**config.mk**
```make
export PLATFORM = sky130hd
export DESIGN_NAME = triac_dimmer_button_ramp
export DESIGN_NICKNAME = d
export VERILOG_FILES = /design/src/sv/tdbr_pkg.sv /design/src/sv/tdbr_ctrl.sv /design/src/sv/triac_dimmer_button_ramp.sv
export SDC_FILE = /design/constraint.sdc
export NUM_CORES = 1
export LEC_CHECK = 0
export ABC_CLOCK_PERIOD_IN_PS = 12800
export BUFFER_PORTS_ARGS = -buffer_cell sky130_fd_sc_hd__buf_2
export CAP_MARGIN = 5
export CORE_AREA = 8 8 184 186
export CTS_BUF_LIST = sky130_fd_sc_hd__clkbuf_8
export DETAILED_ROUTE_END_ITERATION = 8
export DIE_AREA = 0 0 192 194
export REMOVE_ABC_BUFFERS = 1
export SLEW_MARGIN = 20
export SYNTH_ARGS = -nofsm -noshare
export SYNTH_HDL_FRONTEND = slang
export SYNTH_SLANG_ARGS = --single-unit
export TNS_END_PERCENT = 1
```
**constraint.sdc**
```tcl
create_clock -name clock -period 12.8 [get_ports clock]
set_clock_uncertainty 0.2 [all_clocks]
set_input_delay 0.64 -clock clock [delete_from_list [all_inputs] [get_ports clock]]
set_output_delay 0.64 -clock clock [all_outputs]
set_load 0.02 [all_outputs]
```
**src/sv/tdbr_pkg.sv**
```systemverilog
// Shared types and constants for the triac dimmer with button ramp.
// Used by tdbr_ctrl and by the top level triac_dimmer_button_ramp.
// No dependencies.
package tdbr_pkg;

   // Kinds of item on the request channel.
   typedef enum logic [1:0] {
      ACT_TICK  = 2'd0,
      ACT_RADIO = 2'd1,
      ACT_ZC    = 2'd2,
      ACT_OVF   = 2'd3
   } action_type;

   // Radio command codes.
   localparam logic [7:0] CODE_ONOFF = 8'd10;
   localparam logic [7:0] CODE_LEVEL = 8'd11;

   localparam logic [15:0] TIMER_TOP = 16'hFFFF;
   localparam logic [7:0]  COUNT_SAT = 8'hFF;

   // Control register port.
   localparam int CSR_INDEX_W = 3;
   localparam int CSR_DATA_W  = 16;

   localparam logic [CSR_INDEX_W-1:0] CSR_CLIENT_ID      = 3'd0;
   localparam logic [CSR_INDEX_W-1:0] CSR_DEBOUNCE_TICKS = 3'd1;
   localparam logic [CSR_INDEX_W-1:0] CSR_LONG_PRESS     = 3'd2;
   localparam logic [CSR_INDEX_W-1:0] CSR_RAMP_STEP      = 3'd3;
   localparam logic [CSR_INDEX_W-1:0] CSR_MAX_LEVEL      = 3'd4;
   localparam logic [CSR_INDEX_W-1:0] CSR_DELAY_PER_STEP = 3'd5;
   localparam logic [CSR_INDEX_W-1:0] CSR_PULSE_WIDTH    = 3'd6;

   // Reset values of the control registers and of the brightness.
   localparam logic [7:0]  RST_CLIENT_ID      = 8'd1;
   localparam logic [7:0]  RST_DEBOUNCE_TICKS = 8'd4;
   localparam logic [7:0]  RST_LONG_PRESS     = 8'd3;
   localparam logic [6:0]  RST_RAMP_STEP      = 7'd10;
   localparam logic [6:0]  RST_MAX_LEVEL      = 7'd100;
   localparam logic [8:0]  RST_DELAY_PER_STEP = 9'd133;
   localparam logic [15:0] RST_PULSE_WIDTH    = 16'd100;
   localparam logic [6:0]  RST_LEVEL          = 7'd30;

   typedef struct packed {
      logic [7:0]  client_id;
      logic [7:0]  debounce_ticks;
      logic [7:0]  long_press_count;
      logic [6:0]  ramp_step;
      logic [6:0]  max_level;
      logic [8:0]  delay_per_step;
      logic [15:0] pulse_width;
   } cfg_type;

   typedef struct packed {
      action_type  action;
      logic        button_pressed;
      logic [7:0]  target_id;
      logic [7:0]  command_code;
      logic [7:0]  command_value;
   } item_type;

   typedef struct packed {
      logic [6:0]  level;
      logic        switched_on;
      logic        zero_cross_enabled;
      logic        gate;
      logic [15:0] timer_load;
      logic        timer_load_valid;
      logic        timer_stop;
   } result_type;

endpackage

```
**src/sv/tdbr_ctrl.sv**
```systemverilog
// Dimmer state and its update for one item, registered when fire is high.
// Depends on tdbr_pkg for the item, config and result structs.
module tdbr_ctrl (
   input  logic               clock,
   input  logic               reset,
   input  logic               fire,
   input  tdbr_pkg::cfg_type  cfg,
   input  tdbr_pkg::item_type item,
   output tdbr_pkg::result_type result
);
   import tdbr_pkg::*;

   logic [6:0]  level_ff, level_in;
   logic        on_ff, on_in;
   logic        zc_ff, zc_in;
   logic [15:0] delay_ff, delay_in;
   logic        pending_ff, pending_in;
   logic        gate_ff, gate_in;
   logic [7:0]  ticks_ff, ticks_in;
   logic        fresh_ff, fresh_in;
   logic [7:0]  held_ff, held_in;
   logic        ramp_down_ff, ramp_down_in;
   logic        prev_ff, prev_in;

   logic [7:0]  ticks_inc;
   logic [7:0]  ramp_sum;
   logic        do_switch, switch_on;
   logic        do_apply;
   logic [6:0]  apply_level;
   logic [6:0]  missing;
   logic [15:0] delay_product;
   logic [15:0] load;
   logic        load_valid, stop;

   always_comb begin
      level_in     = level_ff;
      on_in        = on_ff;
      zc_in        = zc_ff;
      delay_in     = delay_ff;
      pending_in   = pending_ff;
      gate_in      = gate_ff;
      ticks_in     = ticks_ff;
      fresh_in     = fresh_ff;
      held_in      = held_ff;
      ramp_down_in = ramp_down_ff;
      prev_in      = prev_ff;
      load         = '0;
      load_valid   = 1'b0;
      stop         = 1'b0;
      do_switch    = 1'b0;
      switch_on    = 1'b0;
      do_apply     = 1'b0;
      apply_level  = level_ff;
      ticks_inc    = (ticks_ff != COUNT_SAT) ? ticks_ff + 8'd1 : ticks_ff;
      ramp_sum     = {1'b0, level_ff} + {1'b0, cfg.ramp_step};

      case (item.action)
         ACT_TICK: begin
            ticks_in = ticks_inc;
            if (item.button_pressed) begin
               if (ticks_inc >= cfg.debounce_ticks) begin
                  ticks_in = '0;
                  if (fresh_ff) begin
                     fresh_in  = 1'b0;
                     do_switch = 1'b1;
                     switch_on = ~on_ff;
                  end else if (held_ff >= cfg.long_press_count) begin
                     if (!on_ff) begin
                        do_switch = 1'b1;
                        switch_on = 1'b1;
                     end else begin
                        // A step past either bound keeps the level and turns around.
                        do_apply = 1'b1;
                        if (ramp_down_ff) begin
                           if (level_ff >= cfg.ramp_step) begin
                              apply_level = level_ff - cfg.ramp_step;
                           end else begin
                              ramp_down_in = 1'b0;
                           end
                        end else begin
                           if (ramp_sum <= {1'b0, cfg.max_level}) begin
                              apply_level = ramp_sum[6:0];
                           end else begin
                              ramp_down_in = 1'b1;
                           end
                        end
                     end
                  end else if (held_ff != COUNT_SAT) begin
                     held_in = held_ff + 8'd1;
                  end
               end
            end else begin
               fresh_in = 1'b1;
               held_in  = '0;
               if (prev_ff) begin
                  ramp_down_in = ~ramp_down_ff;
               end
            end
            prev_in = item.button_pressed;
         end
         ACT_RADIO: begin
            if (item.target_id == cfg.client_id) begin
               if (item.command_code == CODE_ONOFF) begin
                  do_switch = 1'b1;
                  switch_on = (item.command_value != 8'd0);
               end else if (item.command_code == CODE_LEVEL) begin
                  do_apply = 1'b1;
                  apply_level = (item.command_value > {1'b0, cfg.max_level}) ?
                                cfg.max_level : item.command_value[6:0];
               end
            end
         end
         ACT_ZC: begin
            if (zc_ff) begin
               if (level_ff != 7'd0) begin
                  load       = delay_ff;
                  load_valid = 1'b1;
               end else begin
                  stop    = 1'b1;
                  gate_in = 1'b0;
               end
               pending_in = 1'b1;
            end
         end
         ACT_OVF: begin
            if (pending_ff) begin
               gate_in    = 1'b1;
               load       = TIMER_TOP - cfg.pulse_width;
               load_valid = 1'b1;
               pending_in = 1'b0;
            end else begin
               gate_in = 1'b0;
            end
         end
         default: begin
         end
      endcase

      if (do_switch) begin
         on_in = switch_on;
         zc_in = switch_on;
         if (!switch_on) begin
            stop    = 1'b1;
            gate_in = 1'b0;
         end
      end

      // A level above a lowered maximum counts as no missing steps.
      missing       = (cfg.max_level > apply_level) ? cfg.max_level - apply_level : 7'd0;
      delay_product = 16'(cfg.delay_per_step) * 16'(missing);

      if (do_apply) begin
         level_in = apply_level;
         delay_in = TIMER_TOP - delay_product;
         if (apply_level == 7'd0 || !on_in) begin
            zc_in   = 1'b0;
            gate_in = 1'b0;
         end else begin
            zc_in = 1'b1;
         end
      end
   end

   always_ff @(posedge clock) begin
      if (reset) begin
         level_ff     <= RST_LEVEL;
         on_ff        <= 1'b0;
         zc_ff        <= 1'b1;
         delay_ff     <= '0;
         pending_ff   <= 1'b0;
         gate_ff      <= 1'b0;
         ticks_ff     <= '0;
         fresh_ff     <= 1'b0;
         held_ff      <= '0;
         ramp_down_ff <= 1'b0;
         prev_ff      <= 1'b0;
      end else if (fire) begin
         level_ff     <= level_in;
         on_ff        <= on_in;
         zc_ff        <= zc_in;
         delay_ff     <= delay_in;
         pending_ff   <= pending_in;
         gate_ff      <= gate_in;
         ticks_ff     <= ticks_in;
         fresh_ff     <= fresh_in;
         held_ff      <= held_in;
         ramp_down_ff <= ramp_down_in;
         prev_ff      <= prev_in;
      end
   end

   always_comb begin
      result.level              = level_in;
      result.switched_on        = on_in;
      result.zero_cross_enabled = zc_in;
      result.gate               = gate_in;
      result.timer_load         = load;
      result.timer_load_valid   = load_valid;
      result.timer_stop         = stop;
   end

   // The gate only rises on a timer overflow that had a pulse pending.
   a_gate_rise: assert property (@(posedge clock) disable iff (reset)
      $rose(gate_ff) |-> $past(fire && item.action == ACT_OVF && pending_ff))
      else $error("gate rose without a pending pulse overflow");

   // A pending pulse is only consumed by an overflow.
   a_pending_fall: assert property (@(posedge clock) disable iff (reset)
      $fell(pending_ff) |-> $past(fire && item.action == ACT_OVF))
      else $error("pulse pending cleared by something other than an overflow");

   // A switched-off dimmer never leaves zero crossings enabled.
   a_off_disarms: assert property (@(posedge clock) disable iff (reset)
      fire && do_switch && !switch_on |=> !zc_ff && !on_ff && !gate_ff)
      else $error("switch off left zero crossings or gate active");

endmodule

```
**src/sv/triac_dimmer_button_ramp.sv**
```systemverilog
// Top level of the triac dimmer: request register, control register file,
// dimmer state update (tdbr_ctrl) and response register.
// Depends on tdbr_pkg and tdbr_ctrl.
//
// Usage: each request transfer on req_* carries one event: a button tick with
// the sampled button level, a radio command, a mains zero crossing, or a
// firing-timer overflow. Every request yields exactly one response transfer on
// rsp_* that shows the brightness, on/off mode, zero-crossing enable and gate
// level after the event, plus the timer load value and stop flag it caused.
// Control registers are written over csr_* (index 0 client id up to 6 pulse
// width) and always ready. The user must write them only while no request
// is in flight; the block does not enforce it. A request is registered in
// the request register on transfer and its result in the response register.
// Throughput: one request per cycle; the state update is a single pass of
// compare, add and one 9x7 multiply between the request and response
// registers, and each item depends only on the state left by the previous one.
// A stalled response holds the response register; the request register then
// fills and req_ready drops until rsp_ready returns.
// Reset (synchronous) empties both registers, loads the register reset values
// and sets brightness 30, switched off, zero crossings enabled.
module triac_dimmer_button_ramp (
   input  logic                                 clock,
   input  logic                                 reset,
   input  logic                                 req_valid,
   output logic                                 req_ready,
   input  logic [1:0]                           req_action,
   input  logic                                 req_button_pressed,
   input  logic [7:0]                           req_target_id,
   input  logic [7:0]                           req_command_code,
   input  logic [7:0]                           req_command_value,
   output logic                                 rsp_valid,
   input  logic                                 rsp_ready,
   output logic [6:0]                           rsp_level,
   output logic                                 rsp_switched_on,
   output logic                                 rsp_zero_cross_enabled,
   output logic                                 rsp_gate,
   output logic [15:0]                          rsp_timer_load,
   output logic                                 rsp_timer_load_valid,
   output logic                                 rsp_timer_stop,
   input  logic                                 csr_valid,
   output logic                                 csr_ready,
   input  logic [tdbr_pkg::CSR_INDEX_W-1:0]     csr_index,
   input  logic [tdbr_pkg::CSR_DATA_W-1:0]      csr_data
);
   import tdbr_pkg::*;

   cfg_type    cfg_ff;
   item_type   item_ff;
   logic       item_valid_ff;
   result_type result_ff;
   logic       rsp_valid_ff;
   result_type result;
   logic       fire;

   assign csr_ready = 1'b1;

   always_ff @(posedge clock) begin
      if (reset) begin
         cfg_ff.client_id        <= RST_CLIENT_ID;
         cfg_ff.debounce_ticks   <= RST_DEBOUNCE_TICKS;
         cfg_ff.long_press_count <= RST_LONG_PRESS;
         cfg_ff.ramp_step        <= RST_RAMP_STEP;
         cfg_ff.max_level        <= RST_MAX_LEVEL;
         cfg_ff.delay_per_step   <= RST_DELAY_PER_STEP;
         cfg_ff.pulse_width      <= RST_PULSE_WIDTH;
      end else if (csr_valid && csr_ready) begin
         case (csr_index)
            CSR_CLIENT_ID:      cfg_ff.client_id        <= csr_data[7:0];
            CSR_DEBOUNCE_TICKS: cfg_ff.debounce_ticks   <= csr_data[7:0];
            CSR_LONG_PRESS:     cfg_ff.long_press_count <= csr_data[7:0];
            CSR_RAMP_STEP:      cfg_ff.ramp_step        <= csr_data[6:0];
            CSR_MAX_LEVEL:      cfg_ff.max_level        <= csr_data[6:0];
            CSR_DELAY_PER_STEP: cfg_ff.delay_per_step   <= csr_data[8:0];
            CSR_PULSE_WIDTH:    cfg_ff.pulse_width      <= csr_data[15:0];
            default: begin
            end
         endcase
      end
   end

   // The request register advances whenever the response register is free
   // or is being emptied in the same cycle.
   assign fire      = item_valid_ff && (!rsp_valid_ff || rsp_ready);
   assign req_ready = !item_valid_ff || fire;

   always_ff @(posedge clock) begin
      if (reset) begin
         item_valid_ff <= 1'b0;
      end else if (req_ready) begin
         item_valid_ff <= req_valid;
      end
   end

   always_ff @(posedge clock) begin
      if (req_valid && req_ready) begin
         item_ff.action         <= action_type'(req_action);
         item_ff.button_pressed <= req_button_pressed;
         item_ff.target_id      <= req_target_id;
         item_ff.command_code   <= req_command_code;
         item_ff.command_value  <= req_command_value;
      end
   end

   tdbr_ctrl u_ctrl (
      .clock  (clock),
      .reset  (reset),
      .fire   (fire),
      .cfg    (cfg_ff),
      .item   (item_ff),
      .result (result)
   );

   always_ff @(posedge clock) begin
      if (reset) begin
         rsp_valid_ff <= 1'b0;
      end else if (fire) begin
         rsp_valid_ff <= 1'b1;
      end else if (rsp_ready) begin
         rsp_valid_ff <= 1'b0;
      end
   end

   always_ff @(posedge clock) begin
      if (fire) begin
         result_ff <= result;
      end
   end

   assign rsp_valid              = rsp_valid_ff;
   assign rsp_level              = result_ff.level;
   assign rsp_switched_on        = result_ff.switched_on;
   assign rsp_zero_cross_enabled = result_ff.zero_cross_enabled;
   assign rsp_gate               = result_ff.gate;
   assign rsp_timer_load         = result_ff.timer_load;
   assign rsp_timer_load_valid   = result_ff.timer_load_valid;
   assign rsp_timer_stop         = result_ff.timer_stop;

   // Every processed request produces a response in the next cycle.
   a_fire_to_rsp: assert property (@(posedge clock) disable iff (reset)
      fire |=> rsp_valid_ff)
      else $error("processed request produced no response");

   // A timer stop and a timer load never come from the same event.
   a_stop_xor_load: assert property (@(posedge clock) disable iff (reset)
      rsp_valid_ff |-> !(result_ff.timer_stop && result_ff.timer_load_valid))
      else $error("timer stopped and loaded by one event");

   // Without a valid load the load value reads as zero.
   a_load_zero: assert property (@(posedge clock) disable iff (reset)
      rsp_valid_ff && !result_ff.timer_load_valid |-> result_ff.timer_load == 16'd0)
      else $error("timer load nonzero while not valid");

endmodule
```
==> summary.txt <==
=================================================================================================
Maximum ir drop on the vdd rail                                                         0.0665 mV
Net switching component of the power                                                     0.414 mW
Number of flops mapped to enable cells by yosys                                                55
Clk Latency, worst-skew pair                                                               470 ps
Internal power consumption                                                               0.892 mW
Post-CTS Hold Buffers                                                                           0
Final critical delay including setup and external delays                                 10140 ps
Die boundary height                                                                        194 um
Max Cap Viol                                                                                    0
Largest cells by area after synthesis                                                sky130_fd_sc_hd__dfxtp_1 (21%), sky130_fd_sc_hd__edfxtp_1 (16%), sky130_fd_sc_hd__ha_1 (10%)
Number of hold-slack violations in the final timing report                                      0
Number of synthesis warnings                                                                    0
Fraction of post-synthesis cell area in the top cell type by area                           20.9%
Number of nets in the layout                                                                 1461
Overflow left after global routing                                                              0
Number of top-level pins                                                                       82
Post-CTS Setup Repair Bufs                                                                      0
Antenna violations before repair                                                                0
Die W                                                                                      192 um
Clock Power Share                                                                           33.8%
Total number of clock tree sinks                                                              166
Element type at the critical path start                                                      flop
First-pass GRT wire length                                                               46000 um
Area Overhead vs Synth                                                                      11.9%
Area leader, netlist                                                                 sky130_fd_sc_hd__dfxtp_1
Number of cells on the worst hold path                                                          1
Post-route fraction of the period consumed by the critical path                             79.2%
Ratio of cells with drive above 1 in the final layout                                       11.5%
RSZ-0062 raised after global routing                                                           no
Total negative setup slack                                                                   0 ps
Via count of the first global-routing pass                                                   8853
# port buffers                                                                                 80
Number of distinct library cell variants in the gate-level netlist after synthesis             80
LEAKAGE                                                                                   4.84 nW
Maximum clock frequency                                                                  98.6 MHz
H-tree levels                                                                                   4
Syn Area/Cell                                                                          8.75 sq um
Proportion of synthesized flip-flops having asynchronous set or reset                          0%
Detail-routed via count per cell                                                             5.13
Worst slew margin relative to its limit                                                     38.1%
Initial Util                                                                                34.2%
Crit. End Element                                                                            flop
Register area share after synthesis                                                         36.4%
Detailed-route DRC error count                                                                  0
Hold/Removal Path Class                                                              input port to flop
CP arrival                                                                               10330 ps
Number of design-rule violations left by the first detailed-router iteration                  510
Detail-routed net length per standard cell                                                16.6 um
Sequential Power Share                                                                      43.9%
Mapped cell area                                                                     0.0106 sq mm
Post-detailed-placement half-perimeter wirelength                                        21300 um
First-pass DRT Iterations                                                                       4
CTS root buffer                                                                      sky130_fd_sc_hd__clkbuf_8
Largest net degree at the start of global routing                                              65
TritonCTS clock tree                                                                        built
Die area                                                                             0.0372 sq mm
FF-to-FF path depth                                                                            38
Post-CTS resize count                                                                           0
Clock buffer depth                                                                              2
Power density of the placed cells                                                     110 mW/mm^2
Overall routed net length                                                                28300 um
Total global-route track usage                                                              15.3%
Clock transition at the registers of the reported paths                                    110 ps
Commonest non-fill, non-tap cell in the layout                                       sky130_fd_sc_hd__nand2_1
Startpoint of the worst-slack reg-to-reg timing path                                 u_ctrl.level_ff[0]
Count of inserted antenna diode cells                                                           0
Total CTS buffers                                                                              17
RePlAce Congestion                                                                          0.893
Actual transition at the worst max-transition pin                                          921 ps
CP peak stage delay                                                                        760 ps
Core region area                                                                     0.0311 sq mm
Min-Delay Startpoint                                                                 req_command_value[0]
Part of the total power dissipated in combinational logic                                   22.3%
# setup viols final                                                                             0
CP Data Required Time                                                                    12990 ps
Highest-count cells in the layout ignoring fill and taps                             sky130_fd_sc_hd__nand2_1 (211), sky130_fd_sc_hd__inv_1 (114), sky130_fd_sc_hd__dfxtp_1 (111)
FF-to-FF setup slack                                                                      2660 ps
Cell with the biggest individual delay on the critical path                          sky130_fd_sc_hd__nor3_1
DRT antenna net count                                                                           0
Switching power share of the total                                                          31.7%
Maximum fanout count along the critical path                                                    9
Cell type with the highest occurrence count on the critical path                     sky130_fd_sc_hd__fa_1
Final worst hold slack                                                                     146 ps
Run status                                                                              completed
Number of rows in the core area                                                                65
Main flop type after synthesis                                                       sky130_fd_sc_hd__dfxtp_1
First element of the critical path                                                   u_ctrl.level_ff[0]
Classification of the worst setup path                                               flop to flop
Endpoint of the worst-slack reg-to-reg timing path                                   u_ctrl.delay_ff[15]
Instance count of the mapped netlist                                                         1216
Count of pins over their slew limit                                                             0
Total via count in the routed design                                                         8744
Hold Crit Endpoint                                                                     item_ff[0]
Total of flip-flops plus latches after synthesis                                              166
=================================================================================================
## power groups by stage
| stage | Combinational (mW) | Sequential, mW | Clock [mW] |
|---|---|---|---|
| after global routing | 0.334 | 0.575 | 0.471 |
| after global placement | 0.288 | 0.584 | 0 |
| after detailed placement | 0.291 | 0.585 | 0 |
| after CTS | 0.293 | 0.573 | 0.451 |
| final | 0.291 | 0.573 | 0.441 |
| after floorplan | 0.205 | 0.585 | 0 |
## registers in the layout (all words and copies together), names as in the netlist, 7 cells and up
register         cells
u_ctrl.held_ff       8
rsp_level            7
u_ctrl.level_ff      7
cfg_ff              63
u_ctrl.delay_ff     16
u_ctrl.ticks_ff      8
item_ff             27
rsp_timer_load      16
## per-layer routing
metal / wire, um / global-route usage, %
met4: 659 / 5.15
met3: 1160 / 2.45
met5: 0 / 0
met2: 14000 / 27.0
met1: 12500 / 18.7
## worst max-delay path by stage
| stage | to | slack [ps] |
|---|---|---|
| detailed placement | u_ctrl.delay_ff[15] | 2710 |
| finish | u_ctrl.delay_ff[15] | 2660 |
| CTS | u_ctrl.delay_ff[15] | 2680 |
| global placement | u_ctrl.delay_ff[15] | 2890 |
| floorplan | u_ctrl.delay_ff[15] | 3900 |
| global route | u_ctrl.delay_ff[15] | 1780 |
## metrics by stage
step / cell area [sq um] / setup slack, ps / cells / utilization [%] / power, mW
detailed placement: 11500 / 2710 / 1672 / 36.9 / 0.876
CTS: 11900 / 2680 / 1704 / 38.3 / 1.32
finish: 11900 / 2660 / 1704 / 38.3 / 1.31
floorplan: 10500 / 3900 / 1180 / - / 0.790
global placement: 11500 / 2890 / 1672 / 36.9 / 0.872
global route: 11900 / 1780 / 1704 / 38.3 / 1.38
## cell usage after synthesis, types with 8 or more instances
cell and n:
sky130_fd_sc_hd__ha_1 86, sky130_fd_sc_hd__o21a_1 10, sky130_fd_sc_hd__nand4_1 11, sky130_fd_sc_hd__nand3_1 28, sky130_fd_sc_hd__dfxtp_1 111, sky130_fd_sc_hd__nor2b_1 18
sky130_fd_sc_hd__a21o_1 12, sky130_fd_sc_hd__xor2_1 23, sky130_fd_sc_hd__clkbuf_1 26, sky130_fd_sc_hd__a211oi_1 13, sky130_fd_sc_hd__edfxtp_1 55, sky130_fd_sc_hd__mux2i_1 11
sky130_fd_sc_hd__o21ai_0 42, sky130_fd_sc_hd__inv_1 114, sky130_fd_sc_hd__nor2_1 79, sky130_fd_sc_hd__nor3_1 19, sky130_fd_sc_hd__nand2b_1 14, sky130_fd_sc_hd__nand2_1 211
sky130_fd_sc_hd__a21oi_1 95, sky130_fd_sc_hd__o211ai_1 8, sky130_fd_sc_hd__nand3b_1 22, sky130_fd_sc_hd__xnor2_1 13, sky130_fd_sc_hd__and3_1 10, sky130_fd_sc_hd__fa_1 35
sky130_fd_sc_hd__and2_1 35
## cell type report
| type | count | area, sq um |
|---|---|---|
| clock buffers | 17 | 234 |
| inverters | 116 | 435 |
| clock inverters | 15 | 213 |
| flip-flops and latches | 166 | 3870 |
| multi-input cells | 898 | 6170 |
| well taps | 402 | 503 |
| fillers | 3202 | 19200 |
| repair buffers | 90 | 478 |
## critical path, delay by kind of cell (launching register included)
| family | cells | cell delay [ps] |
|---|---|---|
| and+or+nand+nor | 9 | 1740 |
| buffers and inverters | 4 | 210 |
| AOI/OAI and AO/OA | 14 | 3450 |
| adders and majority gates | 9 | 3710 |
| DFF | 1 | 410 |
| xor gates and xnor gates | 2 | 350 |
## cell families (layout without fill, tap and decap cells)
logic type / count (synthesis) / after routing / share of synthesized area (%)
buffers and inverters: 152 / 238 / 5.63
and+or+nand+nor: 480 / 480 / 21.7
xor gates and xnor gates: 36 / 36 / 2.96
adders and majority gates: 121 / 121 / 16.7
other: 1 / 1 / 0.0353
AOI/OAI and AO/OA: 248 / 248 / 15.4
muxes: 12 / 12 / 1.14
DFF: 166 / 166 / 36.4
Note: power is estimated with default switching activity, not from simulation.
